File: config.mk
export PLATFORM = sky130hd
export DESIGN_NAME = lmsd_cfg_regs
export DESIGN_NICKNAME = d
export VERILOG_FILES = /design/src/sv/lmsd_pkg.sv /design/src/sv/lmsd_cfg_regs.sv
export SDC_FILE = /design/constraint.sdc
export NUM_CORES = 1
export LEC_CHECK = 0
export ABC_AREA = 1
export BUFFER_PORTS_ARGS = -buffer_cell sky130_fd_sc_hd__buf_2
export CAP_MARGIN = 10
export CELL_PAD_IN_SITES_DETAIL_PLACEMENT = 0
export CELL_PAD_IN_SITES_GLOBAL_PLACEMENT = 1
export CORE_MARGIN = 10
export CORE_UTILIZATION = 24
export CTS_BUF_LIST = sky130_fd_sc_hd__clkbuf_2 sky130_fd_sc_hd__clkbuf_4 sky130_fd_sc_hd__clkbuf_8
export CTS_CLUSTER_DIAMETER = 120
export DETAILED_ROUTE_END_ITERATION = 8
export PLACE_DENSITY = 0.91
export SYNTH_ARGS = -nofsm -noshare
export SYNTH_HDL_FRONTEND = slang
export SYNTH_SLANG_ARGS = --single-unit
File: constraint.sdc
create_clock -name aclk -period 1 [get_ports aclk]
set_clock_uncertainty 0.05 [all_clocks]
set_input_delay 0.05 -clock aclk [delete_from_list [all_inputs] [get_ports aclk]]
set_output_delay 0.05 -clock aclk [all_outputs]
set_load 0.01 [all_outputs]
File: src/sv/lmsd_pkg.sv
// lmsd_pkg: shared types and constants of the led matrix scan driver
// no dependencies; imported by every module of the block

package lmsd_pkg;

    // register reset values
    localparam logic [6:0] ACTIVE_WIDTH_RST = 7'd64;
    localparam logic [7:0] ON_TICKS_RST     = 8'd1;

    // top bit of each color field in the pixel word
    localparam logic [3:0] RED_MSB   = 4'd15;
    localparam logic [3:0] GREEN_MSB = 4'd11;
    localparam logic [3:0] BLUE_MSB  = 4'd7;

    // register indexes
    localparam logic REG_ACTIVE_WIDTH = 1'b0;
    localparam logic REG_ON_TICKS     = 1'b1;

    // item kinds on the input tuser
    localparam logic CMD_WRITE = 1'b0;
    localparam logic CMD_TICK  = 1'b1;

    // scan phases
    typedef enum logic [1:0] {
        PH_SHIFT = 2'd0,
        PH_LATCH = 2'd1,
        PH_LIT   = 2'd2
    } phase_t;

    // configuration registers
    typedef struct packed {
        logic [6:0] active_width;
        logic [7:0] on_ticks;
    } cfg_t;

    // pin state of one tick, minus the color bits
    typedef struct packed {
        logic [3:0] row_addr;
        logic [2:0] plane;
        logic       shift;
        logic       latch;
        logic       oen_n;
    } scan_meta_t;

endpackage

File: src/sv/lmsd_cfg_regs.sv
// lmsd_cfg_regs: apb register file with active_width and on_ticks
// depends on lmsd_pkg

module lmsd_cfg_regs
    import lmsd_pkg::*;
(
    input  logic        aclk,
    input  logic        aresetn,
    input  logic        psel,
    input  logic        penable,
    input  logic        pwrite,
    input  logic [2:0]  paddr,
    input  logic [31:0] pwdata,
    output logic [31:0] prdata,
    output logic        pready,
    output cfg_t        cfg
);

    cfg_t cfg_reg, cfg_next;
    logic wr_req;

    assign pready = 1'b1;
    assign wr_req = psel & penable & pwrite & pready;

    // register write decode, word index from address bit 2
    always_comb begin
        cfg_next = cfg_reg;
        if (wr_req) begin
            case (paddr[2])
                REG_ACTIVE_WIDTH: cfg_next.active_width = pwdata[6:0];
                REG_ON_TICKS:     cfg_next.on_ticks     = pwdata[7:0];
                default:          cfg_next = cfg_reg;
            endcase
        end
    end

    always_ff @(posedge aclk) begin
        if (!aresetn) begin
            cfg_reg.active_width <= ACTIVE_WIDTH_RST;
            cfg_reg.on_ticks     <= ON_TICKS_RST;
        end else begin
            cfg_reg <= cfg_next;
        end
    end

    // read back
    always_comb begin
        case (paddr[2])
            REG_ACTIVE_WIDTH: prdata = {25'd0, cfg_reg.active_width};
            REG_ON_TICKS:     prdata = {24'd0, cfg_reg.on_ticks};
            default:          prdata = 32'd0;
        endcase
    end

    assign cfg = cfg_reg;

endmodule

==> impl_metrics.env <==
export IMPL_clock_sinks=15
export IMPL_grt_busiest_layer="met2"
export IMPL_first_pass_iters=4
export IMPL_clk_latency_ns=0.25
export IMPL_antenna_cells=0
export IMPL_die_x_um=83.6
export IMPL_hold_depth=5
export IMPL_first_global_vias=939
export IMPL_num_vias=867
export IMPL_synth_seq_area_share_pct=31.0
export IMPL_synth_most_common_cell="nand2_1"
export IMPL_p_sw_share_pct=28.8
export IMPL_yosys_top_cells_area="dfxtp_1, buf_4, nand2_1"
export IMPL_min_from="pwdata[7]"
export IMPL_path_delay_family="flip-flops"
export IMPL_peakVddDrop_uv=451
export IMPL_grt_antenna_before_repair=0
export IMPL_grt_overflow=0
export IMPL_drv_cap=0
export IMPL_power_internal_uw=1030
export IMPL_grt_util_all_layers_pct=7.54
export IMPL_clk_path_buf_depth=2
export IMPL_avgSynthCellArea_um2=6.78
export IMPL_grt_max_degree=16
export IMPL_setup_viol=0
export IMPL_comb_power_share_pct=19.4
export IMPL_cp_end_kind="output port"
export IMPL_r2r_start="cfg[3]"
export IMPL_core_area_um2=3940
export IMPL_ys_warn_count=0
export IMPL_gp_congestion=0.678
export IMPL_synth_top_area_share_pct=31.0
export IMPL_numPortBuffers=36
export IMPL_grtUsageMet1_pct=8.63
export IMPL_root_buffer="clkbuf_8"
export IMPL_die_h_um=83.6
export IMPL_synthFlopType="dfxtp_1"
export IMPL_power_density_nw_per_um2=1210
export IMPL_synth_edf_count=0
export IMPL_cts_tree="done"
export IMPL_rsz0062_at_grt="false"
export IMPL_p_clk_share_pct=36.7
export IMPL_critical_path_class="reg2out"
export IMPL_outcome="finished clean"
export IMPL_cp_cell_sequence="nand2_1 > nand2_1 > buf_2"
export IMPL_cts_htree_levels=1
export IMPL_cts_buffers=3
export IMPL_min_delay_path_class="in2reg"
export IMPL_rrSetupSlack_ns=0.37
export IMPL_routedWlPerCell_um=11.4
export IMPL_crit_buf_inv=1
export IMPL_num_io_pins=88
export IMPL_vias_per_cell=3.75
export IMPL_crit_slowest_cell="dfxtp_1"
export IMPL_power_frac_seq_pct=43.9
export IMPL_drc=0
export IMPL_netlist_instances=143
export IMPL_nNetsFinal=222
export IMPL_grt_met2_usage_pct=12.0
export IMPL_drv_slew=0
export IMPL_grt_pass1_wl_mm=4.49
export IMPL_yosys_top_cells_count="nand2_1, nor2_1, buf_4"
export IMPL_rows=23
export IMPL_cp_required_ns=0.90
export IMPL_dieArea_um2=6980
export IMPL_reg2reg_depth=2
export IMPL_async_reset_ff_share_pct=0
export IMPL_synth_cell_types=15
export IMPL_largest_reg_flops=15
export IMPL_path_clk_slew_ns=0.06
export IMPL_grtUsageMet3_pct=3.13
export IMPL_ant_nets=0
export IMPL_p_switching_uw=415
export IMPL_drt_iter0_drc=58
export IMPL_hold_violations=0
export IMPL_syn_area_um2=970
export IMPL_drive_gt1_share_pct=30.9
export IMPL_min_period_over_period_pct=94.2
export IMPL_fin_crit_ns=0.942
export IMPL_arrival_ns=0.84
export IMPL_syn_to_final_growth_pct=23.1
export IMPL_worstPathMaxFanout=3
export IMPL_p_leak_uw=0.000658
export IMPL_cp_start_kind="flop"
export IMPL_yosys_area_top_type="dfxtp_1"
export IMPL_finalSetupTns_ns=0
export IMPL_place_hpwl_mm=2.13
export IMPL_max_freq_mhz=1060
export IMPL_start_util_pct=24.6
export IMPL_wl_mm=2.63
export IMPL_total_power_uw=1440
export IMPL_crit_path_frequent_cell="nand2_1"
export IMPL_max_stage_delay_ns=0.35
export IMPL_worstHoldEndpoint="cfg[7]"
export IMPL_ys_ff_latch=15
export IMPL_r2r_end="cfg[3]"
[what timing repair did]
| action | in CTS | in global routing |
|---|---|---|
| gates resized for setup | 0 | 6 |
| hold endpoints to repair | 2 | 0 |
| setup buffers | 0 | 0 |
| endpoints found under the setup margin | 0 | 3 |
| hold buffers | 2 | 0 |
[tightest hold or removal path: cells and delay by family]
kind / cells / cell delay, ns
AND/OR/NAND/NOR: 3 / 0.18
buffers and inverters: 2 / 0.11
[power by group through the flow]
stage          combinational (uW)  clock [uW]  sequential [uW]
3_3_place_gp                  268           0              646
3_5_place_dp                  271           0              646
4_1_cts                       278         537              633
2_1_floorplan                 237           0              656
6_report                      280         531              634
5_1_grt                       318         559              638
[how the worst max path moves through the flow]
stage	startpoint	end	slack (ns)	cells after the start
2_1_floorplan	paddr[2]	cfg[14]	0.27	4
3_3_place_gp	pwrite	cfg[7]	0.17	5
3_5_place_dp	pwrite	cfg[3]	0.14	5
4_1_cts	cfg[3]	prdata[3]	0.05	3
5_1_grt	cfg[9]	prdata[1]	0.01	3
6_report	cfg[9]	prdata[1]	0.06	3
[cell type report]
class                      count  area [um2]
clock buffer                   4        48.8
fill                         461        2750
inverter                      11        43.8
multi-input combinational    110         478
sequential                    15         307
tap                           50        62.6
timing repair buffer          41         254
[cells in the final DEF, fill, tap and decap left out, types with 3 or more instances in the layout]
cell type  synthesis  final
inv_1             10     10
nand3_1           12     12
dfxtp_1           15     10
nand3_2            4      4
clkbuf_8           1      3
nand2_1           38     38
conb_1             2     25
nor2_1            26     26
dfxtp_2            0      5
nor2_4             3      3
buf_2              2     35
[cells by family (layout without fill, tap and decap cells)]
| logic type | after synthesis | after routing | share of synthesized area (%) |
|---|---|---|---|
| buf+inv | 41 | 56 | 28.6 |
| simple gates | 83 | 83 | 38.6 |
| other cells | 2 | 25 | 0.774 |
| compound gates | 2 | 2 | 1.03 |
| flops | 15 | 15 | 31.0 |
[routing by layer]
metal / vias up / share of wire [%] / wire length (um)
met5: - / 0 / 0
met4: 0 / 1.7 / 46
met3: 4 / 11 / 277
met2: 45 / 41 / 1090
met1: 362 / 46 / 1220
li1: 456 / - / -
[through the flow]
stage	hold WS (ns)	instance area [um2]	std cells	util, %	setup WS (ns)
3_5_place_dp	0.238	1110	225	28.2	0.136
2_1_floorplan	0.121	1060	166	-	0.275
6_report	0.0656	1190	231	30.3	0.0580
3_3_place_gp	0.234	1110	225	28.2	0.170
5_1_grt	0.110	1190	231	30.3	0.0106
4_1_cts	0.0713	1180	231	30.0	0.0461
No activity file was read; power rests on OpenSTA's default activity.
