`src/sv/lmsd_pkg.sv`:
```
// lmsd_pkg: shared types and constants of the led matrix scan driver
// no dependencies; imported by every module of the block

package lmsd_pkg;

    // register reset values
    localparam logic [6:0] ACTIVE_WIDTH_RST = 7'd64;
    localparam logic [7:0] ON_TICKS_RST     = 8'd1;

    // top bit of each color field in the pixel word
    localparam logic [3:0] RED_MSB   = 4'd15;
    localparam logic [3:0] GREEN_MSB = 4'd11;
    localparam logic [3:0] BLUE_MSB  = 4'd7;

    // register indexes
    localparam logic REG_ACTIVE_WIDTH = 1'b0;
    localparam logic REG_ON_TICKS     = 1'b1;

    // item kinds on the input tuser
    localparam logic CMD_WRITE = 1'b0;
    localparam logic CMD_TICK  = 1'b1;

    // scan phases
    typedef enum logic [1:0] {
        PH_SHIFT = 2'd0,
        PH_LATCH = 2'd1,
        PH_LIT   = 2'd2
    } phase_t;

    // configuration registers
    typedef struct packed {
        logic [6:0] active_width;
        logic [7:0] on_ticks;
    } cfg_t;

    // pin state of one tick, minus the color bits
    typedef struct packed {
        logic [3:0] row_addr;
        logic [2:0] plane;
        logic       shift;
        logic       latch;
        logic       oen_n;
    } scan_meta_t;

endpackage

```
`src/sv/lmsd_scan_seq.sv`:
```
// lmsd_scan_seq: sector, column, on-time and bit plane sequencer
// depends on lmsd_pkg

module lmsd_scan_seq
    import lmsd_pkg::*;
#(
    parameter int COLUMNS = 64,
    parameter int SECTORS = 16,
    parameter int PLANES  = 4
) (
    input  logic       aclk,
    input  logic       aresetn,
    input  logic       tick,
    input  cfg_t       cfg,
    output logic [((SECTORS > 1) ? $clog2(SECTORS) : 1) + ((COLUMNS > 1) ? $clog2(COLUMNS) : 1) - 1:0]
                       rd_addr,
    output scan_meta_t meta
);

    localparam int RW = (SECTORS > 1) ? $clog2(SECTORS) : 1;
    localparam int CW = (COLUMNS > 1) ? $clog2(COLUMNS) : 1;
    localparam int PW = (PLANES > 1) ? $clog2(PLANES) : 1;
    localparam int EW = ($clog2(COLUMNS + 1) > 7) ? $clog2(COLUMNS + 1) : 7;

    phase_t        phase_reg, phase_next;
    logic [RW-1:0] sector_reg, sector_next;
    logic [CW-1:0] column_reg, column_next;
    logic [7:0]    on_count_reg, on_count_next;
    logic [PW-1:0] plane_reg, plane_next;

    logic [EW-1:0] aw_ext, eff, col_inc;
    logic [7:0]    oc_inc;
    logic          sec_wrap;
    logic [RW-1:0] sector_adv;
    logic [PW-1:0] plane_adv;

    // effective width and end-of-sector values
    always_comb begin
        aw_ext = EW'(cfg.active_width);
        if (aw_ext == '0)                eff = EW'(1);
        else if (aw_ext > EW'(COLUMNS))  eff = EW'(COLUMNS);
        else                             eff = aw_ext;
        col_inc    = EW'(column_reg) + EW'(1);
        oc_inc     = on_count_reg + 8'd1;
        sec_wrap   = (sector_reg == RW'(SECTORS - 1));
        sector_adv = sec_wrap ? '0 : sector_reg + RW'(1);
        if (!sec_wrap)                        plane_adv = plane_reg;
        else if (plane_reg == PW'(PLANES - 1)) plane_adv = '0;
        else                                  plane_adv = plane_reg + PW'(1);
    end

    // next state
    always_comb begin
        phase_next    = phase_reg;
        sector_next   = sector_reg;
        column_next   = column_reg;
        on_count_next = on_count_reg;
        plane_next    = plane_reg;
        if (tick) begin
            case (phase_reg)
                PH_LATCH: begin
                    on_count_next = 8'd0;
                    if (cfg.on_ticks == 8'd0) begin
                        phase_next  = PH_SHIFT;
                        sector_next = sector_adv;
                        plane_next  = plane_adv;
                        column_next = '0;
                    end else begin
                        phase_next = PH_LIT;
                    end
                end
                PH_LIT: begin
                    on_count_next = oc_inc;
                    if (oc_inc == 8'd0 || oc_inc >= cfg.on_ticks) begin
                        phase_next    = PH_SHIFT;
                        sector_next   = sector_adv;
                        plane_next    = plane_adv;
                        column_next   = '0;
                        on_count_next = 8'd0;
                    end
                end
                default: begin
                    if (col_inc >= eff) begin
                        column_next = '0;
                        phase_next  = PH_LATCH;
                    end else begin
                        column_next = CW'(col_inc);
                    end
                end
            endcase
        end
    end

    always_ff @(posedge aclk) begin
        if (!aresetn) begin
            phase_reg    <= PH_SHIFT;
            sector_reg   <= '0;
            column_reg   <= '0;
            on_count_reg <= 8'd0;
            plane_reg    <= '0;
        end else begin
            phase_reg    <= phase_next;
            sector_reg   <= sector_next;
            column_reg   <= column_next;
            on_count_reg <= on_count_next;
            plane_reg    <= plane_next;
        end
    end

    // outputs of the current state
    always_comb begin
        rd_addr       = {sector_reg, column_reg};
        meta.row_addr = 4'(sector_reg);
        meta.plane    = 3'(plane_reg);
        meta.shift    = 1'b0;
        meta.latch    = 1'b0;
        meta.oen_n    = 1'b1;
        case (phase_reg)
            PH_LATCH: meta.latch = 1'b1;
            PH_LIT:   meta.oen_n = 1'b0;
            default:  meta.shift = 1'b1;
        endcase
    end

endmodule

```
`config.mk`:
```
export PLATFORM = sky130hd
export DESIGN_NAME = lmsd_scan_seq
export DESIGN_NICKNAME = d
export VERILOG_FILES = /design/src/sv/lmsd_pkg.sv /design/src/sv/lmsd_scan_seq.sv
export SDC_FILE = /design/constraint.sdc
export NUM_CORES = 1
export LEC_CHECK = 0
export BUFFER_PORTS_ARGS = -buffer_cell sky130_fd_sc_hd__buf_4
export CORE_ASPECT_RATIO = 0.8
export CORE_MARGIN = 3
export CORE_UTILIZATION = 49
export DETAILED_ROUTE_END_ITERATION = 8
export PLACE_DENSITY_LB_ADDON = 0.05
export SYNTH_ARGS = -nofsm -noshare
export SYNTH_HDL_FRONTEND = slang
export SYNTH_SLANG_ARGS = --single-unit
```
`constraint.sdc`:
```
create_clock -name aclk -period 3 [get_ports aclk]
set_clock_uncertainty 0.2 [all_clocks]
set_input_delay 0.6 -clock aclk [delete_from_list [all_inputs] [get_ports aclk]]
set_output_delay 0.6 -clock aclk [all_outputs]
set_load 0.1 [all_outputs]
```
==> results of run 1 <==
-- worst max-delay path by stage --
stage	slack [ps]	from	to	cells past startpoint
after floorplan	30	column_reg[0]	phase_reg[0]	10
after detailed placement	-7	on_count_reg[0]	on_count_reg[2]	11
after CTS	40	on_count_reg[5]	plane_reg[0]	11
final	120	on_count_reg[2]	plane_reg[0]	11
after global placement	20	on_count_reg[0]	on_count_reg[3]	13
after global routing	-30	on_count_reg[3]	plane_reg[0]	11
-- what timing repair did --
action	in CTS	in global routing
cloned	0	0
gates resized for setup	1	13
endpoints found under the setup margin	5	11
pin swaps	0	3
setup buffers	0	3
-- cell type report --
type / count / area, µm² / share of cell area [%]
multi-input combinational: 175 / 1270 / 55.3
sequential: 22 / 452 / 19.7
timing repair buffer: 52 / 390 / 17.0
inverter: 17 / 63.8 / 2.78
tap: 40 / 50.0 / 2.18
clock buffer: 3 / 41.3 / 1.80
clock inverter: 1 / 30.0 / 1.31
-- report_power, final --
| group | internal (mW) | switching [mW] |
|---|---|---|
| Sequential | 0.298 | 0.00772 |
| Combinational | 0.0668 | 0.130 |
| Clock | 0.178 | 0.0940 |
| Total | 0.542 | 0.232 |
-- cells in the final DEF, fill, tap and decap left out, types with 2 or more instances in the layout --
cell type and instances:
or4_1 3, nor2_1 19, nand2b_1 4, nor3b_1 2, inv_1 16, o21ai_0 2
xnor2_1 5, mux2i_1 4, o21ai_1 10, nor4_1 2, o21a_1 3, nand2_1 19
o211ai_1 3, nand3_1 18, a22oi_1 4, xor2_1 4, buf_4 52, o22ai_1 3
ha_1 21, nor2b_1 2, nand4_1 5, dfxtp_1 15, nand3b_1 2, a21o_1 3
or3_1 3, a211oi_2 2, dfxtp_2 6, a21oi_1 10, a211oi_1 2, clkbuf_8 3
-- per-stage QoR --
step                setup slack, ps  cells  util, %  power, mW
floorplan                      25.4    228        -      0.446
global placement               21.9    303     65.1      0.497
detailed placement            -6.80    303     65.1      0.499
CTS                            39.8    307     67.4      0.771
global route                  -29.3    310     69.9      0.808
finish                          118    310     69.9      0.775
-- synth_stat cells, drive strengths merged (2+ instances only) --
cell | count | area [µm²]
xnor2 | 5 | 43.8
nor2b | 2 | 12.5
o21ai | 13 | 76.3
nand3b | 2 | 15.0
buf | 10 | 68.8
nand2 | 19 | 71.3
or3 | 4 | 25.0
clkbuf | 4 | 15.0
xor2 | 4 | 35.0
nor3b | 2 | 15.0
nor2 | 19 | 71.3
nor4 | 2 | 12.5
a21oi | 10 | 50.1
o22ai | 3 | 18.8
ha | 22 | 275
o211ai | 3 | 22.5
nand2b | 4 | 25.0
dfxtp | 22 | 440
a21o | 3 | 22.5
inv | 17 | 63.8
a22oi | 4 | 30.0
o31ai | 2 | 28.8
a211oi | 5 | 37.5
nand4 | 5 | 31.3
mux2i | 4 | 40.0
nand3 | 18 | 90.1
o21a | 3 | 22.5
or4 | 4 | 33.8
-- per-layer routing --
layer / global-route usage [%] / vias to the layer above / routed length [µm]
li1: - / 900 / -
met1: 29.5 / 775 / 2200
met2: 27.5 / 61 / 1700
met3: 3.36 / 4 / 351
met4: 2.33 / 0 / 27
met5: 0 / - / 0
-- worst register-to-register path: stages (launching register included) --
cell,delay [ps]
dfxtp_1,360
nand4_1,140
or3_4,400
and2_2,230
inv_2,80
ha_4,160
o2111ai_4,120
o21ai_4,180
a32oi_1,120
buf_4,190
or4_1,470
a21oi_1,160
-- cell families (layout without fill, tap and decap cells) --
kind of cell,count (synthesis),after routing,synth area share [%]
multiplexers,4,4,2.23
AND/OR/NAND/NOR,86,86,24.4
buffers and inverters,31,73,8.23
XOR/XNOR,9,9,4.40
flip-flops,22,22,24.6
other,1,1,0.209
AO/OA/AOI/OAI,53,53,20.6
adder cells (fa/ha/maj),22,22,15.4
==> flow_summary.ini, run 1 <==
[clocking]
cts_tree = done
numCtsBuffers = 3
hold_buffers = 0
numClockSinks = 22
cts_max_level = 1
cts_max_path_buffers = 2
clkTransAtPathRegs_ps = 80
cts_root_buf = clkbuf_8
insertion_delay_ps = 260

[logic_synthesis]
yosysSeqAreaShare_pct = 24.6
yosysWarnings = 0
synth_seq_cells = 22
synth_edf_count = 0
ys.flop_type = dfxtp_1
syn_inst = 228
synth_cell_types = 48
synth_nets = 268
synthesis.area_um2 = 1790
async_flop_share_pct = 0
syn_area_per_cell_um2 = 7.86

[power]
p_per_area_nw_per_um2 = 337
ir_worst_vdd_uv = 286
leakage_nw = 1.06

[routing]
vias = 1740
wire_per_inst_um = 13.8
routed_via_density = 5.61
first_pass_iters = 4
routed_wl_um = 4280
drt_iter0_markers = 89
post-route-drc-count = 0
ant_nets = 0

[floorplan]
die_area_um2 = 4430
start_util_pct = 54.5
io_pins = 38
die_y_um = 60.1
fp-row-count = 18
core_area_um2 = 3290
die_w_um = 73.6

[critical_path]
path_buf_inv = 2
arrival_ps = 2870
critPathLaunchType = flip-flop
r2r_start = on_count_reg[2]
r2r_setup_slack_ps = 120
cp.required_ps = 2990
critPathCaptureType = flip-flop
cp_max_fo = 11
path_delay_family = simple AND/OR/NAND/NOR gates
slowest_stage = or4_1
reg2reg_to = plane_reg[0]
crit_chain = nand4_1 -> or3_4 -> and2_2 -> inv_2 -> ha_4 -> o2111ai_4 -> o21ai_4 -> a32oi_1 -> buf_4 -> or4_1 -> a21oi_1
critical_path_class = reg -> reg
reg2regPathDepth = 11
cpPeakStageDelay_ps = 470

[outcome]
status = finished, final reports clean

[cells_and_area]
fillers = 281
diodes = 0
fin_area_um2 = 2300
syn2layout_area_growth_pct = 28.1
drive_above_1_share_pct = 28.1
finalNetCount = 311
largest_reg_flops = 8

[global_route]
grt_antenna_before_repair = 0
grt_usage_pct = 19.0
grt_max_degree = 15
grt.overflow.total = 0
grt_pass1_wl_um = 6660
grt_pass1_vias = 1465

[placement]
io_buffers = 36
dpl.hpwl_um = 3380
place_area_um2 = 2140
gp_congestion = 0.853

[sta]
slew_violations = 0
fin_crit_sh_pct = 96.1
rsz0062_at_grt = yes
timing.hold.ws_ps = 279
finalSetupTns_ps = 0
finalHoldViolCount = 0
fin_crit_ps = 2880
setup_violations = 0
max_freq_mhz = 347

[worst_hold_path]
whs_endpoint = column_reg[1]
hold_depth = 2
worstHoldStart = column_reg[1]
hp-class = reg -> reg

[flow_run]
cap_violations = 0
(Power assumes the default switching activity.)
==> run 2: changes to the inputs <==
- RECOVER_POWER: default -> 25
==> flow_summary.ini, run 2 (same netlist as run 1, synthesis figures left out) <==
[power]
p_switching_mw = 0.232
leakage_nw = 1.02
intPower_mw = 0.539
swShare_pct = 30.1
power_frac_seq_pct = 39.6
pwr-share-comb_pct = 25.1
pwr-share-clk_pct = 35.3
p_per_area_nw_per_um2 = 341
ir_worst_vdd_uv = 289

[cells_and_area]
largest_reg_flops = 8
drive_above_1_share_pct = 24.8
finalNetCount = 311
fillers = 287
fin_util_pct = 68.8
mostFrequentLayoutCells = buf_4, ha_1, nand2_1, nor2_1, nand3_1
diodes = 0
final_cells = 310
syn2layout_area_growth_pct = 26.2
layout_commonest_cell = buf_4

[global_route]
grt.met2_usage_pct = 27.5
grt_antenna_before_repair = 0
grt_use_met3_pct = 3.36
grt_util_met1_pct = 29.5
grt.overflow.total = 0
grt_usage_pct = 19.0
grt_pass1_vias = 1465
grt_pass1_wl_um = 6660
grt_max_degree = 15
grt-busiest-layer = met1

[sta]
setup_violations = 0
rsz0062_at_grt = yes
timing.hold.ws_ps = 279
max_slew_margin_pct = 22.9
finalHoldViolCount = 0
slew_violations = 0
fin_crit_ps = 2890
fin_crit_sh_pct = 96.2
worst_pin_slew_ps = 1160
max_freq_mhz = 346

[routing]
routed_via_density = 5.64
wire_per_inst_um = 13.8
drt_iter0_markers = 87
vias = 1748
post-route-drc-count = 0
ant_nets = 0
routed_wl_um = 4280
first_pass_iters = 4

[outcome]
status = finished, final reports clean

[flow_run]
cap_violations = 0

[clocking]
hold_buffers = 0
clkTransAtPathRegs_ps = 80
cts_max_path_buffers = 2
cts_max_level = 1
cts_tree = done
cts_root_buf = clkbuf_8
numClockSinks = 22
numCtsBuffers = 3
insertion_delay_ps = 260

[floorplan]
die_y_um = 60.1
die_area_um2 = 4430
fp-row-count = 18
core_area_um2 = 3290
start_util_pct = 54.5
die_w_um = 73.6
io_pins = 38

[critical_path]
cp_max_fo = 11
critPathCaptureType = flip-flop
critical_path_class = reg -> reg
cp.required_ps = 2990
arrival_ps = 2870
critPathLaunchType = flip-flop

[placement]
gp_congestion = 0.853
dpl.hpwl_um = 3380
io_buffers = 36
place_inst = 303

[worst_hold_path]
hp-class = reg -> reg
==> run 2: cell count changes in the layout (fill, tap and decap cells not counted) <==
cell / before / now
clkbuf_1: 0 / 9
buf_4: 52 / 43
==> run 2: routing by layer <==
metal  up-vias  share of wire, %
li1        903                 -
met1       789                53
met2        52                40
met3         4               6.4
met4         0              0.63
met5         -                 0
==> run 2: final cells by class <==
cell class	count	area, µm²	area share (%)
clock buffer	3	41.3	1.82
clock inverter	1	30.0	1.33
inverter	17	63.8	2.82
multi-input combinational	175	1270	56.1
sequential	22	452	20.0
tap	40	50.0	2.21
timing repair buffer	52	357	15.8
==> run 2: worst paths after layout <==
check	from	to	slack (ps)	cells after the start
setup reg to reg	on_count_reg[2]	plane_reg[0]	110	11
hold reg to reg	column_reg[1]	column_reg[1]	280	2
setup / recovery	on_count_reg[2]	plane_reg[0]	110	11
hold / removal	column_reg[1]	column_reg[1]	280	2
==> run 2: worst max-delay path: stages, from the launching register on <==
cell and delay, ps:
dfxtp_1 360, nand4_1 140, or3_4 400, and2_2 230, inv_2 80, ha_4 160, o2111ai_4 120, o21ai_4 180
a32oi_1 120, buf_4 190, or4_1 470, a21oi_1 160
==> run 2: power groups by stage <==
stage	Clock [mW]	Combinational [mW]	Sequential, mW
floorplan	0	0.105	0.341
global placement	0	0.185	0.312
detailed placement	0	0.186	0.313
CTS	0.278	0.187	0.306
global route	0.290	0.208	0.306
finish	0.272	0.194	0.305
==> run 2: what timing repair did <==
action,CTS,global route
pin swaps,0,3
buffers inserted,0,3
gates resized for setup,1,13
endpoints found under the setup margin,5,11
==> run 2: metrics by stage <==
step / setup TNS, ps / total power [mW] / worst slack, ps / instance area, µm²
2_1_floorplan: 0 / 0.446 / 25.4 / 1810
3_3_place_gp: 0 / 0.497 / 21.9 / 2140
3_5_place_dp: -9.04 / 0.499 / -6.80 / 2140
4_1_cts: 0 / 0.771 / 39.8 / 2210
5_1_grt: -70.6 / 0.804 / -29.3 / 2260
6_report: 0 / 0.771 / 113 / 2260
==> run 3: changes to the inputs <==
- CORE_UTILIZATION: 49 -> 45
==> flow_summary.ini, run 3 (same netlist as run 1, synthesis figures left out) <==
[floorplan]
fp-row-count = 19
die_area_um2 = 4780
die_w_um = 76.6
io_pins = 38
start_util_pct = 49.6
core_area_um2 = 3610
die_y_um = 62.5

[power]
p_per_area_nw_per_um2 = 332
ir_worst_vdd_uv = 297
leakage_nw = 1.04

[sta]
finalSetupTns_ps = 0
rsz0062_at_grt = yes
worst_pin_slew_ps = 1170
fin_crit_sh_pct = 95.5
finalHoldViolCount = 0
fin_ws_ps = 135
max_slew_margin_pct = 22.1
slew_violations = 0
fin_crit_ps = 2870
max_freq_mhz = 349
setup_violations = 0

[global_route]
grt_pass1_vias = 1506
grt_antenna_before_repair = 0
grt_pass1_wl_um = 7320
grt.overflow.total = 0
grt_usage_pct = 18.2
grt_max_degree = 15

[critical_path]
arrival_ps = 2860
cpPeakStageDelay_ps = 410
cp.required_ps = 2990
critPathLaunchType = flip-flop
path_buf_inv = 1
path_delay_family = compound AO/OA/AOI/OAI gates
critPathCaptureType = flip-flop
crit_chain = ha_4 -> inv_1 -> nor2_2 -> xor2_1 -> ha_1 -> a21o_1 -> a211oi_4 -> o21a_1 -> o21ai_1 -> or4_1 -> a21oi_1
cp_max_fo = 4
slowest_stage = or4_1
critical_path_class = reg -> reg

[clocking]
clkTransAtPathRegs_ps = 90
insertion_delay_ps = 270
numCtsBuffers = 3
cts_tree = done
cts_root_buf = clkbuf_8
cts_max_path_buffers = 2
hold_buffers = 0
cts_max_level = 1
numClockSinks = 22

[cells_and_area]
largest_reg_flops = 8
diodes = 0
final_cells = 328
finalNetCount = 317
mostFrequentLayoutCells = buf_4, ha_1, nand2_1
syn2layout_area_growth_pct = 29.4
layout_commonest_cell = buf_4
drive_above_1_share_pct = 27.2

[routing]
routed_via_density = 5.29
wire_per_inst_um = 13.4
first_pass_iters = 4
ant_nets = 0
post-route-drc-count = 0
vias = 1736
drt_iter0_markers = 114
routed_wl_um = 4390

[placement]
place_inst = 316
io_buffers = 36
dpl.hpwl_um = 3340
gp_congestion = 0.853
place_ws_ps = 47.2

[flow_run]
cap_violations = 0

[outcome]
status = finished, final reports clean

[worst_hold_path]
hp-class = reg -> reg
==> run 3: through the flow <==
step	power [mW]	utilization (%)	hold WS [ps]	instance area (µm²)
after floorplan	0.446	-	255	1810
after global placement	0.496	59.9	259	2160
after detailed placement	0.497	59.9	266	2160
after CTS	0.777	61.9	279	2240
after global routing	0.812	64.2	301	2320
final	0.771	64.2	272	2320
==> run 3: layout make-up <==
class | instances | area [µm²]
clock inverter | 1 | 30.0
timing repair buffer | 58 | 402
clock buffer | 3 | 41.3
sequential | 22 | 450
tap | 52 | 65.1
fill | 332 | 1290
inverter | 17 | 63.8
multi-input combinational | 175 | 1270
==> run 3: timing repair <==
| item | in CTS | in global routing |
|---|---|---|
| gates resized for setup | 0 | 13 |
| setup endpoints to repair | 0 | 19 |
| setup buffers | 0 | 8 |
==> run 3: path summary, 6_finish.rpt <==
path	start	endpoint	slack [ps]	cells past startpoint
setup / recovery	on_count_reg[0]	on_count_reg[2]	130	11
hold / removal	column_reg[1]	column_reg[1]	270	2
setup reg to reg	on_count_reg[0]	on_count_reg[2]	130	11
hold reg to reg	column_reg[1]	column_reg[1]	270	2
==> run 3: worst reg2reg max path, delay by kind of cell (launching register included) <==
family                   cells  cell delay [ps]
AO/OA/AOI/OAI                5              930
adder cells (fa/ha/maj)      2              450
AND/OR/NAND/NOR              2              520
buffers and inverters        1               60
XOR/XNOR                     1              260
flip-flops                   1              370
==> run 3: power breakdown <==
| group | internal, mW | switching, mW |
|---|---|---|
| Sequential | 0.298 | 0.00684 |
| Combinational | 0.0600 | 0.124 |
| Clock | 0.178 | 0.102 |
==> run 3: per-layer routing <==
metal	global-route usage (%)	routed length [µm]
met1	29.1	2350
met2	24.7	1710
met3	4.90	315
met4	1.36	8
met5	0	0
